--- config.mk ---
export PLATFORM = sky130hd
export DESIGN_NAME = radio_packet_buffer_controller_top
export DESIGN_NICKNAME = d
export VERILOG_FILES = /design/src/sv/rpbc_pkg.sv /design/src/sv/radio_packet_buffer_controller_top.sv
export SDC_FILE = /design/constraint.sdc
export NUM_CORES = 1
export LEC_CHECK = 0
export ABC_AREA = 1
export ABC_CLOCK_PERIOD_IN_PS = 4300
export BUFFER_PORTS_ARGS = -buffer_cell sky130_fd_sc_hd__buf_2
export CAP_MARGIN = 0
export CELL_PAD_IN_SITES_DETAIL_PLACEMENT = 1
export CELL_PAD_IN_SITES_GLOBAL_PLACEMENT = 2
export CORE_MARGIN = 10
export CORE_UTILIZATION = 41
export DETAILED_ROUTE_END_ITERATION = 12
export PLACE_DENSITY = 0.88
export SETUP_SLACK_MARGIN = 0.2
export SYNTH_ARGS = -nofsm -noshare
export SYNTH_HDL_FRONTEND = slang
export SYNTH_SLANG_ARGS = --single-unit
--- constraint.sdc ---
create_clock -name clock -period 4.3 [get_ports clock]
set_input_delay 0.43 -clock clock [delete_from_list [all_inputs] [get_ports clock]]
set_output_delay 0.43 -clock clock [all_outputs]
set_load 0.05 [all_outputs]
--- src/sv/rpbc_pkg.sv ---
// Shared types and constants for the radio packet buffer controller.
package rpbc_pkg;

   // Buffer geometry
   localparam int BUF_DEPTH = 64;
   localparam int IDX_W     = (BUF_DEPTH > 1) ? $clog2(BUF_DEPTH) : 1;
   localparam int CNT_W     = 9;
   localparam int CRC_GOOD_POS = 7;   // bit 7 of link quality: CRC good

   // Transaction widths
   localparam int REQ_DATA_W = 24;
   localparam int REQ_USER_W = 4;
   localparam int RSP_DATA_W = 24;

   // Command and event codes
   typedef enum logic [3:0] {
      FUNC_IDLE     = 4'd0,
      FUNC_START_RX = 4'd1,
      FUNC_START_TX = 4'd2,
      FUNC_WRITE    = 4'd3,
      FUNC_READ     = 4'd4,
      FUNC_BYTE     = 4'd5,
      FUNC_DONE     = 4'd6,
      FUNC_FAULT    = 4'd7,
      FUNC_SYNC     = 4'd8,
      FUNC_TICK     = 4'd9
   } func_type;

   // Link and radio modes
   typedef enum logic [1:0] {
      MODE_IDLE = 2'd0,
      MODE_RX   = 2'd1,
      MODE_TX   = 2'd2
   } mode_type;

endpackage

--- src/sv/radio_packet_buffer_controller_top.sv ---
// Radio packet buffer controller: command decode, packet memory and result register.
//
//   channel | ports      | dir | tdata (low bit up)                      | tuser
//   --------+------------+-----+-----------------------------------------+------
//   request | req_t*     | in  | data_in[7:0] addr[15:8] link_qual[23:16] | func
//   result  | rsp_t*     | out | tx_byte, tx_byte_valid, read_data,      | -
//           |            |     | packet_received, tx_refused, need_tick, |
//           |            |     | tx_finished, link_state, zero pad       |
//
// One transaction per cycle sustained while results are taken. The accepting edge
// does the synchronous packet memory read into stage 1; stage 1 then loads the result
// register. Control state updates in the accept cycle, so the next request sees it
// at once. Synchronous reset clears control state; the packet memory is not cleared.
// A stalled result holds the result register; stage 1 still takes one more request,
// then req_tready drops until the result is taken.
module radio_packet_buffer_controller_top
   import rpbc_pkg::*;
(
   input  logic                  clock,
   input  logic                  reset,
   input  logic                  req_tvalid,
   output logic                  req_tready,
   // [7:0] data_in, [15:8] addr, [23:16] link_quality
   input  logic [REQ_DATA_W-1:0] req_tdata,
   // [3:0] func
   input  logic [REQ_USER_W-1:0] req_tuser,
   output logic                  rsp_tvalid,
   input  logic                  rsp_tready,
   // [7:0] tx_byte, [8] tx_byte_valid, [16:9] read_data, [17] packet_received,
   // [18] tx_refused, [19] need_tick, [20] tx_finished, [22:21] link_state,
   // [23] zero
   output logic [RSP_DATA_W-1:0] rsp_tdata
);

   // Request fields
   func_type   func;
   logic [7:0] data_in;
   logic [7:0] addr;
   logic [7:0] link_quality;

   assign func         = func_type'(req_tuser);
   assign data_in      = req_tdata[7:0];
   assign addr         = req_tdata[15:8];
   assign link_quality = req_tdata[23:16];

   // Control state
   logic [CNT_W-1:0] byte_index_ff, byte_index_in;
   mode_type         link_mode_ff, link_mode_in;
   mode_type         radio_mode_ff, radio_mode_in;
   logic             rx_strobe_ff, rx_strobe_in;
   logic             done_ff, done_in;
   logic             fault_ff, fault_in;
   logic [7:0]       length_ff, length_in;   // shadow of packet entry 0

   // Packet memory
   logic [7:0]       mem [BUF_DEPTH];
   logic             mem_we, mem_re;
   logic [IDX_W-1:0] mem_waddr, mem_raddr;
   logic [7:0]       mem_wdata;
   logic [7:0]       rd_data_ff;

   // Pipeline: stage 1 waits on the memory read, stage 2 is the result register
   logic             s1_valid_ff;
   logic             s1_tx_valid_ff, s1_read_en_ff;
   logic             s1_got_ff, s1_refused_ff, s1_need_tick_ff, s1_tx_fin_ff;
   logic [1:0]       s1_link_ff;
   logic             out_valid_ff;
   logic [RSP_DATA_W-1:0] out_data_ff;

   logic accept, s1_advance;

   // Handshake
   assign s1_advance = ~out_valid_ff | rsp_tready;
   assign req_tready = ~s1_valid_ff | s1_advance;
   assign accept     = req_tvalid & req_tready;

   // Shared conditions
   logic [CNT_W-1:0] stored_len;
   logic             idx_in_buf, addr_in_buf, tx_ok, rx_ok, start_ok;
   logic             got, refused, tx_valid, read_en, mem_write_cmd;

   always_comb begin
      stored_len  = CNT_W'({1'b0, length_ff}) + CNT_W'(1);
      idx_in_buf  = byte_index_ff < CNT_W'(BUF_DEPTH);
      addr_in_buf = {1'b0, addr} < CNT_W'(BUF_DEPTH);
      tx_ok       = (byte_index_ff < stored_len) && idx_in_buf;
      rx_ok       = ((byte_index_ff == '0) || (byte_index_ff < stored_len)) && idx_in_buf;
      start_ok    = (link_mode_ff == MODE_IDLE) ||
                    ((link_mode_ff == MODE_RX) && !rx_strobe_ff);
   end

   // Next state
   always_comb begin
      byte_index_in = byte_index_ff;
      link_mode_in  = link_mode_ff;
      radio_mode_in = radio_mode_ff;
      rx_strobe_in  = rx_strobe_ff;
      done_in       = done_ff;
      fault_in      = fault_ff;
      case (func)
         FUNC_IDLE: begin
            rx_strobe_in  = 1'b0;
            radio_mode_in = MODE_IDLE;
            link_mode_in  = MODE_IDLE;
            done_in       = 1'b0;
            fault_in      = 1'b0;
         end
         FUNC_START_RX: begin
            link_mode_in  = MODE_RX;
            radio_mode_in = MODE_RX;
            rx_strobe_in  = 1'b1;
            done_in       = 1'b0;
            fault_in      = 1'b0;
            byte_index_in = '0;
         end
         FUNC_START_TX: begin
            if (start_ok) begin
               link_mode_in  = MODE_TX;
               radio_mode_in = MODE_TX;
               rx_strobe_in  = 1'b0;
               done_in       = 1'b0;
               fault_in      = 1'b0;
               byte_index_in = '0;
            end
         end
         FUNC_BYTE: begin
            if (radio_mode_ff == MODE_TX) begin
               if (tx_ok) byte_index_in = byte_index_ff + CNT_W'(1);
               else       fault_in      = 1'b1;
            end else if (radio_mode_ff == MODE_RX) begin
               if (rx_ok)                             byte_index_in = byte_index_ff + CNT_W'(1);
               else if (byte_index_ff != stored_len) fault_in      = 1'b1;
            end
         end
         FUNC_DONE: begin
            if (byte_index_ff == stored_len) done_in  = 1'b1;
            else                             fault_in = 1'b1;
            rx_strobe_in  = 1'b0;
            radio_mode_in = MODE_IDLE;
            byte_index_in = '0;
         end
         FUNC_FAULT: begin
            rx_strobe_in  = 1'b0;
            radio_mode_in = MODE_IDLE;
            byte_index_in = '0;
            fault_in      = 1'b1;
         end
         FUNC_SYNC: begin
            byte_index_in = '0;
         end
         FUNC_TICK: begin
            // Packet complete or failed: back to idle, flags cleared
            if ((link_mode_ff == MODE_RX || link_mode_ff == MODE_TX) && (done_ff || fault_ff)) begin
               link_mode_in = MODE_IDLE;
               done_in      = 1'b0;
               fault_in     = 1'b0;
            end
         end
         default: ;
      endcase
   end

   // Result flags and memory requests
   always_comb begin
      got           = 1'b0;
      refused       = 1'b0;
      tx_valid      = 1'b0;
      read_en       = 1'b0;
      mem_write_cmd = 1'b0;
      mem_we        = 1'b0;
      mem_waddr     = addr[IDX_W-1:0];
      mem_wdata     = data_in;
      mem_raddr     = addr[IDX_W-1:0];
      case (func)
         FUNC_START_TX: refused = ~start_ok;
         FUNC_WRITE: begin
            mem_write_cmd = addr_in_buf;
            mem_we        = accept & addr_in_buf;
         end
         FUNC_READ: read_en = addr_in_buf;
         FUNC_BYTE: begin
            mem_waddr = byte_index_ff[IDX_W-1:0];
            mem_raddr = byte_index_ff[IDX_W-1:0];
            if (radio_mode_ff == MODE_TX) tx_valid = tx_ok;
            else if (radio_mode_ff == MODE_RX) begin
               mem_write_cmd = rx_ok;
               mem_we        = accept & rx_ok;
            end
         end
         FUNC_TICK: got = (link_mode_ff == MODE_RX) && done_ff && link_quality[CRC_GOOD_POS];
         default: ;
      endcase
      mem_re = accept & (tx_valid | read_en);
   end

   // Entry 0 shadow follows every write to the length byte
   always_comb begin
      length_in = length_ff;
      if (mem_write_cmd && mem_waddr == '0) length_in = mem_wdata;
   end

   // Control registers
   always_ff @(posedge clock) begin
      if (reset) begin
         byte_index_ff <= '0;
         link_mode_ff  <= MODE_IDLE;
         radio_mode_ff <= MODE_IDLE;
         rx_strobe_ff  <= 1'b0;
         done_ff       <= 1'b0;
         fault_ff      <= 1'b0;
         length_ff     <= '0;
      end else if (accept) begin
         byte_index_ff <= byte_index_in;
         link_mode_ff  <= link_mode_in;
         radio_mode_ff <= radio_mode_in;
         rx_strobe_ff  <= rx_strobe_in;
         done_ff       <= done_in;
         fault_ff      <= fault_in;
         length_ff     <= length_in;
      end
   end

   // Packet memory, one write and one registered read port
   always_ff @(posedge clock) begin
      if (mem_we) mem[mem_waddr] <= mem_wdata;
      if (mem_re) rd_data_ff <= mem[mem_raddr];
   end

   // Stage 1 payload
   always_ff @(posedge clock) begin
      if (accept) begin
         s1_tx_valid_ff  <= tx_valid;
         s1_read_en_ff   <= read_en;
         s1_got_ff       <= got;
         s1_refused_ff   <= refused;
         s1_need_tick_ff <= done_in;
         s1_tx_fin_ff    <= (link_mode_in != MODE_TX) | done_in | fault_in;
         s1_link_ff      <= link_mode_in;
      end
   end

   // Stage valid bits
   always_ff @(posedge clock) begin
      if (reset) begin
         s1_valid_ff  <= 1'b0;
         out_valid_ff <= 1'b0;
      end else begin
         if (accept)          s1_valid_ff <= 1'b1;
         else if (s1_advance) s1_valid_ff <= 1'b0;
         if (s1_advance)      out_valid_ff <= s1_valid_ff;
      end
   end

   // Result register, read data merged here
   always_ff @(posedge clock) begin
      if (s1_advance && s1_valid_ff) begin
         out_data_ff <= {1'b0,
                         s1_link_ff,
                         s1_tx_fin_ff,
                         s1_need_tick_ff,
                         s1_refused_ff,
                         s1_got_ff,
                         (s1_read_en_ff ? rd_data_ff : 8'h00),
                         s1_tx_valid_ff,
                         (s1_tx_valid_ff ? rd_data_ff : 8'h00)};
      end
   end

   assign rsp_tvalid = out_valid_ff;
   assign rsp_tdata  = out_data_ff;

endmodule

==> summary.txt, run 1 <==
======================================================================================
Clock tree from TritonCTS ...............................................          yes
Crit path max-delay cell type ........................................... sky130_fd_sc_hd__nor2_1
Standard-cell row count .................................................           91
Number of failing setup endpoints in the final timing report ............            0
CP Capture Type .........................................................     register
Vias in the first global route ..........................................       19,600
Max capacitance violation total .........................................            0
Cell family with most CP delay .......................................... simple AND/OR/NAND/NOR gates
Cell area after layout .................................................. 29,100 sq um
Clock tree root driver cell ............................................. sky130_fd_sc_hd__clkbuf_16
Worst setup timing slack at the placement stage .........................     0.388 ns
Status .................................................................. complete, no violations
Post-DP Area ............................................................ 27,100 sq um
Worst min-delay path endpoint ...........................................   rsp_tvalid
Critical Path AT ........................................................      4.17 ns
Wire length of the first global-routing pass ............................       114 mm
Flops & latches, synth ..................................................          577
Post-synth net total ....................................................        2,602
Setup TNS after final layout ............................................         0 ns
Worst VDD drop ..........................................................   0.000303 V
Library cell with the largest summed area after synthesis ............... sky130_fd_sc_hd__edfxtp_1
Antenna diode count .....................................................            0
CP Buf/Inv Count ........................................................            0
Start point of the critical path ........................................ length_ff[0]
Cell leakage power ......................................................      12.1 nW
Final wirelength ........................................................      73.9 mm
Slack of the critical path ..............................................     0.389 ns
Core Area ............................................................... 61,500 sq um
Critical-path cell list ................................................. ha_1 > nand3_1 > nand3b_1 > nor2_1 > nand2_1 > ha_1 > a21oi_1 > nand2_1 > nor2_1 > nand3_1 > nand2_1 > nand2_1 > a21oi_4 > nand4_4 > nor2_1
Kind of path behind the tightest hold check .............................    in -> reg
Share of the clock period used by the worst path ........................        0.909
Weighted congestion reported at the end of routability-driven placement .        0.823
Pin count of the biggest net entering global routing ....................          134
Highest fanout seen on the critical path ................................            8
Vertical extent of the die ..............................................       269 um
Most prevalent standard cell on the critical path ....................... sky130_fd_sc_hd__nand2_1
DRC viols ...............................................................            0
Hold depth ..............................................................            4
Top-level I/O count .....................................................           58
Achievable Freq .........................................................    0.256 GHz
Synth cell types ........................................................           40
Req. time, crit path ....................................................      4.55 ns
Crit path kind ..........................................................   reg -> reg
Buffer levels on the longest clock path .................................            3
Routed vias .............................................................       18,300
Layout cells sized above 1 ..............................................        0.113
Worst reg2reg startpoint ................................................ length_ff[0]
Top-area cell type share of the netlist area ............................        0.652
Global-route usage over all layers ......................................        0.206
Post-synthesis average cell area ........................................   9.93 sq um
Period minus WS final ...................................................      3.91 ns
Setup fix buffers added after clock tree synthesis ......................            0
TritonCTS Buffers .......................................................           60
Violation count after the first detailed-routing iteration ..............        1,256
CTS sink cnt ............................................................          577
Part of the Yosys area used for sequential elements .....................        0.672
Final Hold Vio Count ....................................................            0
Count of placed standard cells in the final layout, fillers left out ....        3,501
Insertion delay of the later-clocked pin in the worst-skew pair .........      0.63 ns
Power Density ...........................................................  427 nW/um^2
Source of the worst hold timing path ....................................   rsp_tready
Clock skew ..............................................................    0.0353 ns
Net total in the final layout ...........................................        2,707
Count of flip-flops with a built-in enable after synthesis ..............          551
Effective utilization at floorplan ......................................        0.413
Cells after Synth .......................................................        2,556
Area of the mapped netlist .............................................. 25,400 sq um
Post-detail-place hpwl ..................................................      46.5 mm
Worst R2R End ...........................................................   mem[38][5]
Max stage delay on crit path ............................................      0.65 ns
Depth of the worst register-to-register path ............................           15
Antenna violations before repair ........................................            0
Dpl cells ...............................................................        3,389
R2R setup slack .........................................................      0.39 ns
Maximum level of the CTS H-tree .........................................            2
Remaining antenna violation count after routing .........................            0
Yosys warning count .....................................................            0
Via density .............................................................         5.24
Post-synthesis async set-or-reset flop share ............................            0
Startpoint types ........................................................     register
Total grt overflow ......................................................            0
Clock-pin slew of the registers on the worst-case setup and hold paths ..      0.06 ns
Max_slew headroom .......................................................        0.229
Number of max-slew violations in the final report .......................            0
Worst-Margin Slew .......................................................      1.16 ns
Dominant synthesized flop cell .......................................... sky130_fd_sc_hd__edfxtp_1
Area Growth Syn to Fin ..................................................        14.4%
Pre-antenna DRT Iters ...................................................            5
Die area ................................................................ 72,300 sq um
Unrepaired setup endpoints after global routing .........................          yes
Largest cells by area after synthesis ................................... sky130_fd_sc_hd__edfxtp_1, sky130_fd_sc_hd__nand2_1, sky130_fd_sc_hd__nand3_1, sky130_fd_sc_hd__dfxtp_1, sky130_fd_sc_hd__nor2_1
Port Buf Inserts ........................................................           49
Horizontal extent of the die ............................................       269 um
Hold-fix buffer count after cts .........................................            0
Detail-routed net length per standard cell ..............................      21.1 um
======================================================================================
## how the worst max path moves through the flow
stage,to,depth (start not counted)
after floorplan,mem[0][0],15
after global placement,mem[62][0],15
after detailed placement,mem[38][4],15
after CTS,mem[62][6],15
after global routing,mem[62][6],15
final,mem[38][5],15
## cells in the final DEF, fill, tap and decap left out, types with 4 or more instances in the layout
| master | n |
|---|---|
| sky130_fd_sc_hd__inv_2 | 10 |
| sky130_fd_sc_hd__nor3_2 | 4 |
| sky130_fd_sc_hd__xor2_1 | 5 |
| sky130_fd_sc_hd__nand4_1 | 16 |
| sky130_fd_sc_hd__ha_1 | 14 |
| sky130_fd_sc_hd__clkinvlp_4 | 6 |
| sky130_fd_sc_hd__buf_2 | 49 |
| sky130_fd_sc_hd__clkinv_2 | 16 |
| sky130_fd_sc_hd__nand2_1 | 1392 |
| sky130_fd_sc_hd__edfxtp_1 | 551 |
| sky130_fd_sc_hd__clkbuf_1 | 5 |
| sky130_fd_sc_hd__nand3_1 | 149 |
| sky130_fd_sc_hd__nand4_4 | 8 |
| sky130_fd_sc_hd__nor2_1 | 108 |
| sky130_fd_sc_hd__dfxtp_1 | 26 |
| sky130_fd_sc_hd__clkinv_1 | 12 |
| sky130_fd_sc_hd__buf_12 | 7 |
| sky130_fd_sc_hd__o21ai_0 | 14 |
| sky130_fd_sc_hd__a21oi_1 | 29 |
| sky130_fd_sc_hd__clkbuf_16 | 60 |
| sky130_fd_sc_hd__inv_1 | 64 |
| sky130_fd_sc_hd__xnor2_1 | 4 |
| sky130_fd_sc_hd__bufinv_16 | 7 |
| sky130_fd_sc_hd__buf_4 | 108 |
## worst min-delay path, cell delays in order
cell and delay (ns):
sky130_fd_sc_hd__buf_2 0.08, sky130_fd_sc_hd__inv_1 0.06, sky130_fd_sc_hd__nand2_1 0.07, sky130_fd_sc_hd__a21oi_1 0.05
## Yosys cell counts, types with 2 or more instances
| master | count |
|---|---|
| sky130_fd_sc_hd__nand2_1 | 1393 |
| sky130_fd_sc_hd__edfxtp_1 | 551 |
| sky130_fd_sc_hd__nand3_1 | 150 |
| sky130_fd_sc_hd__nor2_1 | 110 |
| sky130_fd_sc_hd__buf_2 | 65 |
| sky130_fd_sc_hd__inv_1 | 64 |
| sky130_fd_sc_hd__clkbuf_1 | 44 |
| sky130_fd_sc_hd__a21oi_1 | 30 |
| sky130_fd_sc_hd__dfxtp_1 | 26 |
| sky130_fd_sc_hd__nand4_1 | 16 |
| sky130_fd_sc_hd__ha_1 | 14 |
| sky130_fd_sc_hd__o21ai_0 | 14 |
| sky130_fd_sc_hd__inv_2 | 11 |
| sky130_fd_sc_hd__nand4_4 | 8 |
| sky130_fd_sc_hd__buf_1 | 6 |
| sky130_fd_sc_hd__buf_4 | 5 |
| sky130_fd_sc_hd__xor2_1 | 5 |
| sky130_fd_sc_hd__nand2_2 | 4 |
| sky130_fd_sc_hd__nor3_2 | 4 |
| sky130_fd_sc_hd__xnor2_1 | 4 |
| sky130_fd_sc_hd__nand3b_1 | 3 |
| sky130_fd_sc_hd__nor3_1 | 3 |
| sky130_fd_sc_hd__and3_1 | 2 |
| sky130_fd_sc_hd__nand3_2 | 2 |
| sky130_fd_sc_hd__nor2_4 | 2 |
| sky130_fd_sc_hd__nor3_4 | 2 |
| sky130_fd_sc_hd__nor3b_1 | 2 |
| sky130_fd_sc_hd__o211ai_1 | 2 |
| sky130_fd_sc_hd__o21ai_2 | 2 |
| sky130_fd_sc_hd__or2_2 | 2 |
## power breakdown
part	switching [mW]	leakage, nW	internal [mW]
clock network	2.24	0.959	2.98
logic	0.774	6.00	0.233
registers	0.0122	5.18	6.18
total	3.03	12.1	9.39
## routing by layer
layer / GRT usage / wire, um / vias up
li1: - / - / 8602
met1: 0.261 / 31400 / 9165
met2: 0.359 / 36500 / 461
met3: 0.0346 / 4270 / 105
met4: 0.0574 / 1720 / 0
met5: 0 / 0 / -
## stage by stage
stage           util  total power, mW  hold slack, ns
2_1_floorplan      -             6.90           0.400
3_3_place_gp   0.440             7.29           0.407
3_5_place_dp   0.440             7.31           0.413
4_1_cts        0.472             12.5           0.110
5_1_grt        0.473             12.9           0.140
6_report       0.473             12.4           0.136
## cell type report
cell class | count | area, sq um
inverter | 75 | 284
fill | 6827 | 32400
sequential | 577 | 17100
multi-input combinational | 1783 | 7550
clock inverter | 47 | 454
timing repair buffer | 164 | 1200
tap | 790 | 988
clock buffer | 65 | 1520
## kinds of logic after synthesis
group / synth area share
AOI/OAI and AO/OA: 0.0121
xor gates and xnor gates: 0.00310
adders and majority gates: 0.00690
buffers and inverters: 0.0332
DFF: 0.672
other: 0.000148
and+or+nand+nor: 0.272
## timing repair
| item | CTS | global route |
|---|---|---|
| endpoints found under the hold margin | 0 | 0 |
| gates resized for setup | 0 | 2 |
| endpoints found under the setup margin | 0 | 32 |
## sequential cells by signal, summed over array words and instances (netlist names), 2 cells and up
name,flops
mem,512
rsp_tdata,23
byte_index_ff,9
length_ff,8
rd_data_ff,8
link_mode_ff,2
radio_mode_ff,2
s1_link_ff,2
Note: power is estimated with default switching activity, not from simulation.
==> run 2: changes to the inputs <==
--- a/config.mk
+++ b/config.mk
@@ -7,7 +7,7 @@
 export LEC_CHECK = 0
 export ABC_AREA = 1
 export ABC_CLOCK_PERIOD_IN_PS = 4300
-export BUFFER_PORTS_ARGS = -buffer_cell sky130_fd_sc_hd__buf_2
+export BUFFER_PORTS_ARGS = -buffer_cell sky130_fd_sc_hd__clkbuf_2
 export CAP_MARGIN = 0
 export CELL_PAD_IN_SITES_DETAIL_PLACEMENT = 1
 export CELL_PAD_IN_SITES_GLOBAL_PLACEMENT = 2
==> summary.txt, run 2 (same netlist as run 1, synthesis figures left out) <==
======================================================================================
Status .................................................................. complete, no violations
Setup TNS after final layout ............................................         0 ns   unchanged
Total grt overflow ......................................................            0   unchanged
Period minus WS final ...................................................      3.71 ns   -0.199 ns
Post-DP Area ............................................................ 27,000 sq um   -0.33%
Final Hold Vio Count ....................................................            0   unchanged
Cell leakage power ......................................................      12.2 nW   +0.21%
R2R setup slack .........................................................      0.59 ns   +0.20 ns
Port Buf Inserts ........................................................           49   unchanged
Switching share of total power ..........................................        0.236   -0.00812
Unrepaired setup endpoints after global routing .........................           no
Max capacitance violation total .........................................            0   unchanged
Slack of the critical path ..............................................     0.588 ns   +0.199 ns
Most prevalent standard cell on the critical path ....................... sky130_fd_sc_hd__nand2_1
Depth of the worst register-to-register path ............................           16   +1
Part of the power in registers ..........................................        0.484   -0.014
Remaining antenna violation count after routing .........................            0   unchanged
Antenna diode count .....................................................            0   unchanged
Worst R2R End ...........................................................   mem[59][6]
Insertion delay of the later-clocked pin in the worst-skew pair .........      0.60 ns   -0.03 ns
Buffer levels on the longest clock path .................................            3   unchanged
Switching component of the power ........................................      3.01 mW   -0.45%
Hold-fix buffer count after cts .........................................            0   unchanged
Kind of path behind the tightest hold check .............................    in -> reg
Die area ................................................................ 72,300 sq um   unchanged
Source of the worst hold timing path ....................................   rsp_tready
Weighted congestion reported at the end of routability-driven placement .        0.819   -0.51%
Final wirelength ........................................................      74.9 mm   +1.3%
Number of failing setup endpoints in the final timing report ............            0   unchanged
CP Capture Type .........................................................     register
Crit path kind ..........................................................   reg -> reg
Hold depth ..............................................................            4   unchanged
Most frequent cells in the layout ....................................... sky130_fd_sc_hd__nand2_1, sky130_fd_sc_hd__edfxtp_1, sky130_fd_sc_hd__nand3_1, sky130_fd_sc_hd__nor2_1, sky130_fd_sc_hd__buf_4
Effective utilization at floorplan ......................................        0.413   unchanged
Routed vias .............................................................       18,400   +0.26%
Maximum level of the CTS H-tree .........................................            3   +1
Standard-cell row count .................................................           91   unchanged
Worst reg2reg startpoint ................................................ length_ff[0]
Critical-path cell list ................................................. ha_1 > nand3_1 > nand3b_1 > nor2_1 > nand2_1 > ha_1 > a21oi_1 > nand2_1 > nor2_1 > nand3_1 > nand2_1 > nand2_1 > a21oi_4 > nand4_4 > nor2_1 > buf_4
Worst-case hold slack ...................................................     0.150 ns   +0.0142 ns
Antenna violations before repair ........................................            0   unchanged
Global-route usage over all layers ......................................        0.208   +0.00250
Leading cell type in the layout, fill and taps excluded ................. sky130_fd_sc_hd__nand2_1
Achievable Freq .........................................................    0.269 GHz   +5.4%
Post-detail-place hpwl ..................................................      45.7 mm   -1.7%
Share of the clock period used by the worst path ........................        0.863   -0.0462
Req. time, crit path ....................................................      4.61 ns   +0.06 ns
Part of the total power dissipated in combinational logic ...............        0.078   -0.003
Register with the highest flop count ....................................          mem
Clock skew ..............................................................    0.0317 ns   -0.00365 ns
Number of flip-flops under the largest register name ....................          512   unchanged
Area Growth Syn to Fin ..................................................        14.7%
Cell area after layout .................................................. 29,100 sq um   +0.22%
CTS sink cnt ............................................................          577   unchanged
TritonCTS Buffers .......................................................           66   +10%
Cell family with most CP delay .......................................... simple AND/OR/NAND/NOR gates
Max stage delay on crit path ............................................      0.49 ns   -0.16 ns
Net total in the final layout ...........................................        2,701   -0.22%
Highest fanout seen on the critical path ................................            8   unchanged
Number of max-slew violations in the final report .......................            0   unchanged
Pre-antenna DRT Iters ...................................................            7   +2
Clock tree root driver cell ............................................. sky130_fd_sc_hd__clkbuf_16
Via density .............................................................         5.27   +0.55%
Violation count after the first detailed-routing iteration ..............        1,270   +1.1%
Detail-routed net length per standard cell ..............................      21.4 um   +1.5%
DR WL met2 ..............................................................      37.4 mm   +2.4%
Worst-Margin Slew .......................................................      1.16 ns   +0.00660 ns
Critical Path AT ........................................................      4.02 ns   -0.15 ns
Met1 wire length ........................................................      31.7 mm   +0.85%
Portion of total power attributed to the clock network ..................        0.438   +0.017
Crit path max-delay cell type ........................................... sky130_fd_sc_hd__nand4_4
Resized cells post-CTS ..................................................            0   unchanged
Pin count of the biggest net entering global routing ....................          134   unchanged
Worst VDD drop ..........................................................   0.000235 V   -22%
Layout cells sized above 1 ..............................................        0.106   -0.00736
Top-level I/O count .....................................................           58   unchanged
DRC viols ...............................................................            0   unchanged
Clock-pin slew of the registers on the worst-case setup and hold paths ..      0.06 ns   about the same
Worst setup timing slack at the placement stage .........................     0.596 ns   +0.208 ns
Vertical extent of the die ..............................................       269 um   unchanged
Routed met3 length ......................................................      3.99 mm   -6.5%
Max_slew headroom .......................................................        0.225   -0.00440
Wire length of the first global-routing pass ............................       114 mm   +0.21%
Internal portion of total power .........................................      9.78 mW   +4.1%
Horizontal extent of the die ............................................       269 um   unchanged
Power Density ...........................................................  439 nW/um^2   +2.8%
Clock tree from TritonCTS ...............................................          yes
Top layer reached by signal wires .......................................         met4
Setup fix buffers added after clock tree synthesis ......................            0   unchanged
CP Buf/Inv Count ........................................................            1   +1
Core Area ............................................................... 61,500 sq um   unchanged
Startpoint types ........................................................     register
Worst min-delay path endpoint ...........................................   rsp_tvalid
Vias in the first global route ..........................................       19,500   -0.30%
======================================================================================
[run 2: cell types whose count changed in the layout (fill, tap and decap cells not counted), sizes merged]
cell,previous run,this run
inv,77,75
clkbuf,65,130
clkinv,32,23
clkinvlp,6,3
buf,164,103
[run 2: layout make-up]
type                            count  area, sq um
Clock buffer                       81         1790
Inverter                           75          284
Timing Repair Buffer              152         1110
Fill cell                        6814        32400
Sequential cell                   577        17100
Clock inverter                     33          340
Tap cell                          790          988
Multi-Input combinational cell   1783         7540
[run 2: worst max-delay path by stage]
| stage | startpoint | to | slack (ns) | depth (start not counted) |
|---|---|---|---|---|
| 2_1_floorplan | length_ff[0] | mem[0][0] | 1.11 | 15 |
| 3_3_place_gp | length_ff[0] | mem[54][6] | 0.61 | 17 |
| 3_5_place_dp | length_ff[0] | mem[36][0] | 0.60 | 15 |
| 4_1_cts | length_ff[0] | mem[36][5] | 0.62 | 15 |
| 5_1_grt | length_ff[0] | mem[27][3] | 0.29 | 16 |
| 6_report | length_ff[0] | mem[59][6] | 0.59 | 16 |
[run 2: layer usage]
metal  up-vias  global-route usage
met5         -                   0
met4         0              0.0660
met3       110              0.0302
met2       486               0.368
met1      9192               0.260
li1       8593                   -
[run 2: stage by stage]
stage	std cells	total power, mW	util
finish	3491	12.8	0.474
global route	3491	13.2	0.474
CTS	3491	12.9	0.474
detailed placement	3377	7.31	0.439
global placement	3377	7.27	0.439
floorplan	2556	6.90	-
[run 2: power by group through the flow]
stage | clock network (mW) | logic (mW) | registers (mW)
2_1_floorplan | 0 | 0.561 | 6.34
6_report | 5.60 | 1.00 | 6.19
3_3_place_gp | 0 | 0.968 | 6.31
5_1_grt | 5.90 | 1.11 | 6.19
4_1_cts | 5.69 | 1.01 | 6.19
3_5_place_dp | 0 | 0.996 | 6.31
[run 2: worst reg2reg max path: stages, from the launching register on]
cell and delay, ns:
sky130_fd_sc_hd__dfxtp_1 0.37, sky130_fd_sc_hd__ha_1 0.20, sky130_fd_sc_hd__nand3_1 0.12, sky130_fd_sc_hd__nand3b_1 0.21, sky130_fd_sc_hd__nor2_1 0.11, sky130_fd_sc_hd__nand2_1 0.06, sky130_fd_sc_hd__ha_1 0.29, sky130_fd_sc_hd__a21oi_1 0.14
sky130_fd_sc_hd__nand2_1 0.07, sky130_fd_sc_hd__nor2_1 0.08, sky130_fd_sc_hd__nand3_1 0.14, sky130_fd_sc_hd__nand2_1 0.12, sky130_fd_sc_hd__nand2_1 0.10, sky130_fd_sc_hd__a21oi_4 0.43, sky130_fd_sc_hd__nand4_4 0.50, sky130_fd_sc_hd__nor2_1 0.33
sky130_fd_sc_hd__buf_4 0.20
